## src/whc_pkg.sv

```systemverilog
// package: types, constants and helpers for the wav header checker
`timescale 1ns / 1ps
package whc_pkg;
  localparam int MAX_CHUNKS_DEF = 4096;
  localparam int CHUNK_W = 13;
  localparam int POS_W = 33;
  localparam int FSIZE_W = 40;

  localparam logic [4:0] ST_OK        = 5'd0;
  localparam logic [4:0] ST_SHORT     = 5'd1;
  localparam logic [4:0] ST_NOT_RIFF  = 5'd2;
  localparam logic [4:0] ST_RIFF_SIZE = 5'd3;
  localparam logic [4:0] ST_CHUNKS    = 5'd4;
  localparam logic [4:0] ST_TRUNC     = 5'd5;
  localparam logic [4:0] ST_PAST_END  = 5'd6;
  localparam logic [4:0] ST_DUP_FMT   = 5'd7;
  localparam logic [4:0] ST_FMT_SHORT = 5'd8;
  localparam logic [4:0] ST_NOT_PCM   = 5'd9;
  localparam logic [4:0] ST_CHANNELS  = 5'd10;
  localparam logic [4:0] ST_RATE      = 5'd11;
  localparam logic [4:0] ST_ALIGN     = 5'd12;
  localparam logic [4:0] ST_DUP_DATA  = 5'd13;
  localparam logic [4:0] ST_EMPTY     = 5'd14;
  localparam logic [4:0] ST_MISSING   = 5'd15;
  localparam logic [4:0] ST_PARTIAL   = 5'd16;
  localparam logic [4:0] ST_EOF       = 5'd17;

  localparam logic [2:0] PH_IDLE = 3'd0;
  localparam logic [2:0] PH_RIFF = 3'd1;
  localparam logic [2:0] PH_CHDR = 3'd2;
  localparam logic [2:0] PH_FMT  = 3'd3;
  localparam logic [2:0] PH_SKIP = 3'd4;

  localparam logic [31:0] TAG_RIFF = 32'h46464952;
  localparam logic [31:0] TAG_WAVE = 32'h45564157;
  localparam logic [31:0] TAG_FMT  = 32'h20746d66;
  localparam logic [31:0] TAG_DATA = 32'h61746164;

  localparam logic [2:0] CFG_FILE_SIZE = 3'd0;

  // verdict handed from the parser to the output stage
  typedef struct packed {
    logic [4:0]  status;
    logic [15:0] rate;
    logic [1:0]  chans;
    logic [32:0] offset;
    logic [31:0] bytes;
  } verdict_t;
endpackage

```

## src/whc_parser.sv

```systemverilog
// front part: byte parser that produces one verdict per file
`timescale 1ns / 1ps
module whc_parser import whc_pkg::*; #(
  parameter int MAX_CHUNKS = MAX_CHUNKS_DEF
) (
  input  logic               clk,
  input  logic               rst_n,
  input  logic [FSIZE_W-1:0] file_size,
  input  logic               in_valid,
  output logic               in_ready,
  input  logic [7:0]         in_byte_value,
  input  logic               in_first,
  input  logic               in_last,
  output logic               v_valid,
  input  logic               v_ready,
  output verdict_t           v_data
);
  logic [2:0]        phase_r, phase_nxt;
  logic [POS_W-1:0]  pos_r, pos_nxt;
  logic [POS_W-1:0]  rend_r, rend_nxt;
  logic [63:0]       hdr_r, hdr_nxt;
  logic [127:0]      fmt_r, fmt_nxt;
  logic [POS_W-1:0]  skip_r, skip_nxt;
  logic [CHUNK_W-1:0] cnt_r, cnt_nxt;
  logic              ffmt_r, ffmt_nxt, fdata_r, fdata_nxt;
  logic [15:0]       rate_r, rate_nxt;
  logic [1:0]        ch_r, ch_nxt;
  logic [POS_W-1:0]  poff_r, poff_nxt;
  logic [31:0]       psz_r, psz_nxt;
  logic              done_r, done_nxt;
  logic [4:0]        gi_r, gi_nxt;
  logic              emit;
  logic [4:0]        code;
  logic              take;

  assign in_ready = v_ready;
  assign take = in_valid && in_ready;

  always_comb begin
    logic        go;
    logic [4:0]  c;
    logic        arr;
    logic [31:0] sz;
    logic [32:0] padded;
    logic [32:0] left;
    logic [15:0] enc, chw, align, bits;
    logic [31:0] rate, brate;
    logic [47:0] prod;
    logic [POS_W:0] re;
    phase_nxt = phase_r; pos_nxt = pos_r; rend_nxt = rend_r; hdr_nxt = hdr_r;
    fmt_nxt = fmt_r; skip_nxt = skip_r; cnt_nxt = cnt_r; ffmt_nxt = ffmt_r;
    fdata_nxt = fdata_r; rate_nxt = rate_r; ch_nxt = ch_r; poff_nxt = poff_r;
    psz_nxt = psz_r; done_nxt = done_r; gi_nxt = gi_r;
    emit = 1'b0; code = ST_OK;
    go = 1'b1; c = ST_OK; arr = 1'b0;
    sz = '0; padded = '0; left = '0; enc = '0; chw = '0; align = '0; bits = '0;
    rate = '0; brate = '0; prod = '0; re = '0;
    if (take) begin
      if (in_first) begin
        phase_nxt = PH_IDLE; pos_nxt = '0; rend_nxt = '0; hdr_nxt = '0; fmt_nxt = '0;
        skip_nxt = '0; cnt_nxt = '0; ffmt_nxt = 1'b0; fdata_nxt = 1'b0;
        rate_nxt = '0; ch_nxt = '0; poff_nxt = '0; psz_nxt = '0; gi_nxt = '0;
        done_nxt = 1'b0;
        if (file_size < FSIZE_W'(12)) begin
          go = 1'b0; c = ST_SHORT;
        end else begin
          phase_nxt = PH_RIFF;
        end
      end
      if (go && !done_nxt) begin
        unique case (phase_nxt)
          PH_RIFF: begin
            fmt_nxt = {in_byte_value, fmt_nxt[127:8]};
            gi_nxt = gi_nxt + 5'd1;
            pos_nxt = pos_nxt + POS_W'(1);
            if (gi_nxt == 5'd12) begin
              // twelve bytes sit in the top of the shift
              sz = fmt_nxt[95:64];
              re = (POS_W+1)'(sz) + (POS_W+1)'(8);
              if (fmt_nxt[63:32] != TAG_RIFF || fmt_nxt[127:96] != TAG_WAVE) begin
                go = 1'b0; c = ST_NOT_RIFF;
              end else if (sz < 32'd4 || {7'd0, re} > {1'b0, file_size}) begin
                go = 1'b0; c = ST_RIFF_SIZE;
              end else begin
                rend_nxt = re[POS_W-1:0]; cnt_nxt = '0; arr = 1'b1;
              end
            end
          end
          PH_CHDR: begin
            hdr_nxt = {in_byte_value, hdr_nxt[63:8]};
            gi_nxt = gi_nxt + 5'd1;
            pos_nxt = pos_nxt + POS_W'(1);
            if (gi_nxt == 5'd8) begin
              sz = hdr_nxt[63:32];
              padded = {1'b0, sz} + {32'd0, sz[0]};
              left = rend_nxt - pos_nxt;
              if (padded > left) begin
                go = 1'b0; c = ST_PAST_END;
              end else if (hdr_nxt[31:0] == TAG_FMT) begin
                if (ffmt_nxt) begin go = 1'b0; c = ST_DUP_FMT; end
                else if (sz < 32'd16) begin go = 1'b0; c = ST_FMT_SHORT; end
                else begin
                  skip_nxt = padded - 33'd16; phase_nxt = PH_FMT; gi_nxt = '0;
                end
              end else if (hdr_nxt[31:0] == TAG_DATA && fdata_nxt) begin
                go = 1'b0; c = ST_DUP_DATA;
              end else if (hdr_nxt[31:0] == TAG_DATA && sz == 32'd0) begin
                go = 1'b0; c = ST_EMPTY;
              end else begin
                if (hdr_nxt[31:0] == TAG_DATA) begin
                  poff_nxt = pos_nxt; psz_nxt = sz; fdata_nxt = 1'b1;
                end
                skip_nxt = padded;
                if (padded == '0) arr = 1'b1;
                else phase_nxt = PH_SKIP;
              end
            end
          end
          PH_FMT: begin
            fmt_nxt = {in_byte_value, fmt_nxt[127:8]};
            gi_nxt = gi_nxt + 5'd1;
            pos_nxt = pos_nxt + POS_W'(1);
            if (gi_nxt == 5'd16) begin
              enc = fmt_nxt[15:0]; chw = fmt_nxt[31:16]; rate = fmt_nxt[63:32];
              brate = fmt_nxt[95:64]; align = fmt_nxt[111:96]; bits = fmt_nxt[127:112];
              prod = {16'd0, rate} * {32'd0, align};
              if (enc != 16'd1 || bits != 16'd16) begin go = 1'b0; c = ST_NOT_PCM; end
              else if (chw != 16'd1 && chw != 16'd2) begin go = 1'b0; c = ST_CHANNELS; end
              else if (rate != 32'd24000 && rate != 32'd44100 && rate != 32'd48000) begin
                go = 1'b0; c = ST_RATE;
              end else if (align != {chw[14:0], 1'b0} || prod != {16'd0, brate}) begin
                go = 1'b0; c = ST_ALIGN;
              end else begin
                rate_nxt = rate[15:0]; ch_nxt = chw[1:0]; ffmt_nxt = 1'b1;
                if (skip_nxt == '0) arr = 1'b1;
                else phase_nxt = PH_SKIP;
              end
            end
          end
          PH_SKIP: begin
            pos_nxt = pos_nxt + POS_W'(1);
            if (skip_nxt != '0) skip_nxt = skip_nxt - POS_W'(1);
            if (skip_nxt == '0) arr = 1'b1;
          end
          default: begin
            go = 1'b1;
          end
        endcase
        if (go && arr) begin
          if (pos_nxt >= rend_nxt) begin
            go = 1'b0;
            if (!ffmt_nxt || !fdata_nxt) c = ST_MISSING;
            else if (ch_nxt == 2'd1 ? psz_nxt[0] : (psz_nxt[1:0] != 2'd0)) c = ST_PARTIAL;
            else c = ST_OK;
          end else if (32'(cnt_nxt) >= 32'(MAX_CHUNKS)) begin
            go = 1'b0; c = ST_CHUNKS;
          end else begin
            cnt_nxt = cnt_nxt + CHUNK_W'(1);
            if (rend_nxt - pos_nxt < POS_W'(8)) begin go = 1'b0; c = ST_TRUNC; end
            else begin phase_nxt = PH_CHDR; gi_nxt = '0; end
          end
        end
        if (go && in_last) begin go = 1'b0; c = ST_EOF; end
      end
      if (!go) begin
        emit = 1'b1; code = c; done_nxt = 1'b1; phase_nxt = PH_IDLE;
      end
    end
  end

  always_ff @(posedge clk) begin
    if (!rst_n) begin
      phase_r <= PH_IDLE; done_r <= 1'b1; gi_r <= '0; cnt_r <= '0;
      ffmt_r <= 1'b0; fdata_r <= 1'b0; pos_r <= '0; rend_r <= '0; skip_r <= '0;
      hdr_r <= '0; fmt_r <= '0; rate_r <= '0; ch_r <= '0; poff_r <= '0; psz_r <= '0;
      v_valid <= 1'b0;
    end else begin
      phase_r <= phase_nxt; done_r <= done_nxt; gi_r <= gi_nxt; cnt_r <= cnt_nxt;
      ffmt_r <= ffmt_nxt; fdata_r <= fdata_nxt; pos_r <= pos_nxt; rend_r <= rend_nxt;
      skip_r <= skip_nxt; hdr_r <= hdr_nxt; fmt_r <= fmt_nxt; rate_r <= rate_nxt;
      ch_r <= ch_nxt; poff_r <= poff_nxt; psz_r <= psz_nxt;
      if (v_ready || !v_valid) v_valid <= emit;
    end
  end

  always_ff @(posedge clk) begin
    if (emit && (v_ready || !v_valid)) begin
      v_data.status <= code;
      if (code == ST_OK) begin
        v_data.rate <= rate_nxt; v_data.chans <= ch_nxt;
        v_data.offset <= poff_nxt; v_data.bytes <= psz_nxt;
      end else begin
        v_data.rate <= '0; v_data.chans <= '0; v_data.offset <= '0; v_data.bytes <= '0;
      end
    end
  end
endmodule

```

## src/whc_result.sv

```systemverilog
// back part: two-entry queue and frame count for verdicts
`timescale 1ns / 1ps
module whc_result import whc_pkg::*; (
  input  logic        clk,
  input  logic        rst_n,
  input  logic        v_valid,
  output logic        v_ready,
  input  verdict_t    v_data,
  output logic        out_valid,
  input  logic        out_ready,
  output logic [4:0]  out_status,
  output logic [15:0] out_sample_rate,
  output logic [1:0]  out_channel_count,
  output logic [32:0] out_data_offset,
  output logic [31:0] out_data_bytes,
  output logic [30:0] out_frame_count
);
  verdict_t    q_r [2];
  logic        wp_r, rp_r;
  logic [1:0]  cnt_r;
  logic        push, pop;
  verdict_t    h;

  assign v_ready = (cnt_r != 2'd2);
  assign push = v_valid && v_ready;
  assign pop = out_valid && out_ready;
  assign out_valid = (cnt_r != 2'd0);
  assign h = q_r[rp_r];

  always_ff @(posedge clk) begin
    if (!rst_n) begin
      wp_r <= 1'b0; rp_r <= 1'b0; cnt_r <= '0;
    end else begin
      if (push) wp_r <= ~wp_r;
      if (pop) rp_r <= ~rp_r;
      cnt_r <= cnt_r + {1'b0, push} - {1'b0, pop};
    end
  end

  always_ff @(posedge clk) begin
    if (push) q_r[wp_r] <= v_data;
  end

  assign out_status = h.status;
  assign out_sample_rate = h.rate;
  assign out_channel_count = h.chans;
  assign out_data_offset = h.offset;
  assign out_data_bytes = h.bytes;
  // frame size is two or four bytes, so the count is a shift
  assign out_frame_count = (h.chans == 2'd2) ? {1'b0, h.bytes[31:2]} : h.bytes[31:1];
endmodule

```

## src/wav_pcm16_header_checker_core.sv

```systemverilog
// top level of the wav pcm16 header checker
// channel | direction | ports
// in      | input     | in_valid, in_ready, in_byte_value, in_first, in_last
// out     | output    | out_valid, out_ready, out_status .. out_frame_count
// cfg     | input     | cfg_psel, cfg_penable, cfg_pwrite, cfg_paddr, cfg_pwdata
// one byte per cycle while the verdict queue has room; a verdict is registered in
// the parser's output register, then shows on out_valid once it enters the queue
// the parser takes bytes while the two-entry verdict queue has room
// reset is synchronous, active low; file_size clears to zero
`timescale 1ns / 1ps
module wav_pcm16_header_checker_core import whc_pkg::*; #(
  parameter int MAX_CHUNKS = MAX_CHUNKS_DEF
) (
  input  logic        clk,
  input  logic        rst_n,
  input  logic        cfg_psel,
  input  logic        cfg_penable,
  input  logic        cfg_pwrite,
  input  logic [2:0]  cfg_paddr,
  input  logic [63:0] cfg_pwdata,
  output logic [63:0] cfg_prdata,
  output logic        cfg_pready,
  input  logic        in_valid,
  output logic        in_ready,
  input  logic [7:0]  in_byte_value,
  input  logic        in_first,
  input  logic        in_last,
  output logic        out_valid,
  input  logic        out_ready,
  output logic [4:0]  out_status,
  output logic [15:0] out_sample_rate,
  output logic [1:0]  out_channel_count,
  output logic [32:0] out_data_offset,
  output logic [31:0] out_data_bytes,
  output logic [30:0] out_frame_count
);
  logic [FSIZE_W-1:0] fsize_r;
  logic     v_valid, v_ready;
  verdict_t v_data;

  assign cfg_pready = 1'b1;
  assign cfg_prdata = (cfg_paddr == CFG_FILE_SIZE) ? {24'd0, fsize_r} : 64'd0;

  always_ff @(posedge clk) begin
    if (!rst_n) begin
      fsize_r <= '0;
    end else if (cfg_psel && cfg_penable && cfg_pwrite && cfg_paddr == CFG_FILE_SIZE) begin
      fsize_r <= cfg_pwdata[FSIZE_W-1:0];
    end
  end

  whc_parser #(.MAX_CHUNKS(MAX_CHUNKS)) u_parser (
    .clk, .rst_n, .file_size(fsize_r), .in_valid, .in_ready, .in_byte_value,
    .in_first, .in_last, .v_valid, .v_ready, .v_data
  );

  whc_result u_result (
    .clk, .rst_n, .v_valid, .v_ready, .v_data, .out_valid, .out_ready, .out_status,
    .out_sample_rate, .out_channel_count, .out_data_offset, .out_data_bytes,
    .out_frame_count
  );
endmodule

```

## config.mk

```make
export PLATFORM = sky130hd
export DESIGN_NAME = wav_pcm16_header_checker_core
export DESIGN_NICKNAME = d
export VERILOG_FILES = /design/src/whc_pkg.sv /design/src/whc_parser.sv /design/src/whc_result.sv /design/src/wav_pcm16_header_checker_core.sv
export SDC_FILE = /design/constraint.sdc
export NUM_CORES = 2
export LEC_CHECK = 0
export BUFFER_PORTS_ARGS = -buffer_cell sky130_fd_sc_hd__buf_2
export CAP_MARGIN = 0
export CORE_ASPECT_RATIO = 0.7
export CORE_MARGIN = 1.5
export CORE_UTILIZATION = 60
export DETAILED_ROUTE_END_ITERATION = 6
export GPL_TIMING_DRIVEN = 1
export PLACE_DENSITY = 0.74
export SLEW_MARGIN = 20
export SYNTH_ARGS = -nofsm -noshare
export SYNTH_HDL_FRONTEND = slang
export SYNTH_SLANG_ARGS = --single-unit
```

## constraint.sdc

```tcl
create_clock -name clk -period 30.1 [get_ports clk]
set_input_delay 3.01 -clock clk [delete_from_list [all_inputs] [get_ports clk]]
set_output_delay 3.01 -clock clk [all_outputs]
set_load 0.05 [all_outputs]
```

==> run summary <==
=================================================================================================
Critical hold path startpoint                                                        u_parser.v_data[85]
Uppermost layer routed                                                                       met4
Cell taking the most area after synthesis                                            sky130_fd_sc_hd__dfxtp_1
Total of hold buffers inserted after clock tree synthesis                                       0
Post-synthesis instance total                                                                6440
Last weighted congestion value of the routability-driven placer                             1.083
Number of nets still failing antenna checks after routing                                       0
Hold Crit Class                                                                           reg2reg
Ranking of synthesized cells by area                                                 sky130_fd_sc_hd__dfxtp_1 15%, sky130_fd_sc_hd__fa_1 15%, sky130_fd_sc_hd__edfxtp_1 14%
Clock latency on the worst-skew pair                                                      0.68 ns
Combinational Power Share                                                                   0.213
Simple-Gate Fraction of Synth Area                                                         0.2267
CTS tree                                                                                    built
Met3 wire length                                                                         26.82 mm
Number of distinct library cell variants in the gate-level netlist after synthesis            105
Number of synthesized flops with an enable pin                                                264
Clock slew at the register clock pins of the worst setup and hold paths                   0.07 ns
Launch point of the worst path                                                           in_first
Share of synthesized flip-flops with an asynchronous set or reset                               0
Unrepaired setup endpoints after global routing                                                no
Final critical delay including setup and external delays                                 14.40 ns
Final-stage net count                                                                        7140
Clock sink count                                                                              692
Placed instance area                                                                    58100 um2
CTS Buf Count                                                                                  69
Number of max-cap violations                                                                    0
Count of yosys warnings during synthesis                                                        0
Finished layout cell area                                                               60580 um2
Part of the cycle the worst path needs                                                     0.4784
Part of the power in registers                                                              0.413
Flop and latch count out of synthesis                                                         692
Maximum fanout along the worst path                                                           119
Post-CTS Repair Setup Buffers                                                                   0
Cell count after placement                                                                   7538
Die Width                                                                                369.7 um
Number of global-route vias before repair                                                   46370
Clock tree buffer depth                                                                         3
Die outline height                                                                       259.7 um
Relative max-transition margin                                                             0.2042
Setup crit start kind                                                                   input pin
Average vias per placed instance                                                            6.467
Worst-path cell with the longest stage delay                                         sky130_fd_sc_hd__buf_4
Status                                                                               finished clean
Synth Cell Area                                                                         56480 um2
DRC Markers                                                                                     0
Number of antenna violations at the first check in global routing                               1
Actual slew at the worst max-slew pin                                                    1.188 ns
# IOs                                                                                         270
Main combinational cell family by area after synthesis                               simple AND/OR/NAND/NOR gates
Slew Viols, Final                                                                               0
Top-area cell type share of the netlist area                                               0.1517
Most used standard cells in the synthesized netlist                                  715 x sky130_fd_sc_hd__nand2_1, 678 x sky130_fd_sc_hd__nor2_1, 428 x sky130_fd_sc_hd__dfxtp_1
Most used flip-flop cell after synthesis                                             sky130_fd_sc_hd__dfxtp_1
Total global-route track usage                                                             0.3735
Final Util                                                                                 0.6541
Most frequent cell on the critical path                                              sky130_fd_sc_hd__buf_4
Via count of the routed design                                                              49580
RR Startpoint                                                                        u_parser.fmt_r[57]
HPWL reported at the end of detailed placement                                           135.0 mm
Leakage                                                                                  22.82 nW
Max frequency                                                                           69.44 MHz
Number of placement rows                                                                       93
GRT overflow                                                                                    0
Average cell area after synthesis                                                       8.770 um2
Fraction of the mapped netlist area in compound gates                                      0.1439
Relative area change from synthesis to final layout                                        7.257%
Classification of the worst setup path                                                     in2reg
Largest voltage drop on the vdd net                                                      43.62 uV
Wire length of the first global-routing pass                                             278.1 mm
Data arrival, critical path                                                              14.77 ns
Areal power density over the cells                                                   41.55 nW/um2
Parity-gate share of the synthesized area counting xor and xnor cells                     0.03489
Met2 wire length                                                                         70.90 mm
Total core area                                                                         92620 um2
Total Routed Length                                                                      182.0 mm
Final cell count without fillers                                                             7666
Hold Vio Cnt, Final                                                                             0
Number of input and output port buffers inserted                                              220
Clk_skew                                                                               0.04480 ns
Master cell of the clock root buffer                                                 sky130_fd_sc_hd__clkbuf_16
Ratio of cells with drive above 1 in the final layout                                      0.1104
Number of violations reported at the end of detailed-routing iteration 0                     6778
Net Switching                                                                            835.6 uW
Internal                                                                                 1.682 mW
Met1 Wirelength                                                                          80.03 mm
Required time of the critical path                                                       30.47 ns
Most frequently used cell type in the post-synthesis netlist                         sky130_fd_sc_hd__nand2_1
Post-Route Setup TNS                                                                         0 ns
Switching Share                                                                            0.3320
Delay of the slowest cell on the worst path                                               0.70 ns
Number of levels in the clock H-tree                                                            3
Die Outline Area                                                                        96020 um2
Number of detailed-routing iterations run before antenna repair                                 7
Kind of end point of the critical path                                                       flop
Adder-Cell Fraction of Synth Area                                                          0.2065
Share of synthesized area spent on multiplexers                                           0.03294
Initial core utilization                                                                   0.6098
Maximum number of pins on one net before global-route repair                                  120
Share of synthesized area occupied by flip-flops and latches                               0.2921
Setup violations, final                                                                         0
Routed len/inst                                                                          23.74 um
Number of instances resized during post-cts repair                                              0
Part of the total power dissipated in the clock network                                     0.374
=================================================================================================
==> critical path: cells and delay by family <==
family | cells | cell delay (ns)
AO/OA/AOI/OAI | 14 | 4.01
buffers and inverters | 8 | 2.89
multiplexers | 1 | 0.34
adder cells (fa/ha/maj) | 2 | 0.70
AND/OR/NAND/NOR | 15 | 3.58
==> through the flow <==
| step | setup slack (ns) | hold WS, ns | power (mW) |
|---|---|---|---|
| 2_1_floorplan | 14.21 | 0.4215 | 1.457 |
| 3_3_place_gp | 15.60 | 0.4220 | 1.579 |
| 6_report | 15.70 | 0.4358 | 2.517 |
| 5_1_grt | 15.25 | 0.4458 | 2.587 |
| 3_5_place_dp | 15.50 | 0.4291 | 1.589 |
| 4_1_cts | 16.11 | 0.4338 | 2.518 |
==> sequential cells by signal, indices dropped and copies added, names as in the netlist, 2 cells and up, named ones only <==
register and cells:
fsize_r 40, u_parser.ch_r 2, u_parser.cnt_r 13, u_parser.fmt_r 120, u_parser.gi_r 5, u_parser.hdr_r 56
u_parser.phase_r 3, u_parser.poff_r 33, u_parser.pos_r 33, u_parser.psz_r 32, u_parser.rate_r 16, u_parser.rend_r 33
u_parser.skip_r 33, u_parser.v_data 88, u_result.cnt_r 2, u_result.q_r 176
==> power groups by stage <==
stage | combinational, mW | sequential, mW | clock (mW)
after floorplan | 0.411 | 1.05 | 0
after detailed placement | 0.530 | 1.06 | 0
after global placement | 0.522 | 1.06 | 0
after CTS | 0.532 | 1.04 | 0.948
after global routing | 0.560 | 1.04 | 0.986
final | 0.536 | 1.04 | 0.943
==> layer usage <==
| metal | vias to the layer above | track usage |
|---|---|---|
| met4 | 0 | 0.08675 |
| met3 | 289 | 0.1275 |
| li1 | 22110 | - |
| met1 | 24070 | 0.5772 |
| met2 | 3110 | 0.4926 |
| met5 | - | 0 |
==> cell type report <==
cell class | instances | area (um2)
Sequential cell | 692 | 16510
Timing Repair Buffer | 311 | 1819
Clock buffer | 92 | 1963
Multi-Input combinational cell | 4890 | 36710
Clock inverter | 34 | 486.7
Fill cell | 7708 | 32040
Inverter | 411 | 1550
Antenna cell | 1 | 2.502
Tap cell | 1235 | 1545
==> cells by family after synthesis <==
family | count (synthesis)
buf+inv | 881
simple gates | 2554
other cells | 2
xor+xnor | 225
flops | 692
compound gates | 1232
fa+ha+maj | 681
mux | 173
==> cell usage in the layout (no fill, tap or decap), types with 117 or more instances in the layout <==
master / synthesis / routed
sky130_fd_sc_hd__ha_1: 262 / 262
sky130_fd_sc_hd__nor2b_1: 149 / 125
sky130_fd_sc_hd__and2_1: 271 / 271
sky130_fd_sc_hd__a22oi_1: 274 / 274
sky130_fd_sc_hd__inv_1: 410 / 409
sky130_fd_sc_hd__fa_1: 419 / 419
sky130_fd_sc_hd__a21oi_1: 354 / 354
sky130_fd_sc_hd__xnor2_1: 117 / 117
sky130_fd_sc_hd__nand2_1: 715 / 713
sky130_fd_sc_hd__buf_2: 19 / 219
sky130_fd_sc_hd__nor2_1: 678 / 672
sky130_fd_sc_hd__edfxtp_1: 264 / 264
sky130_fd_sc_hd__o21ai_0: 187 / 183
sky130_fd_sc_hd__dfxtp_1: 428 / 420
==> final timing paths <==
kind / to / slack [ns] / depth (start not counted)
setup / recovery: u_parser.v_data[46] / 15.70 / 40
hold / removal: u_result.q_r[0][85] / 0.44 / 0
setup reg to reg: u_parser.v_data[75] / 18.29 / 28
hold reg to reg: u_result.q_r[0][85] / 0.44 / 0
Power figures use the tool's default switching activity.
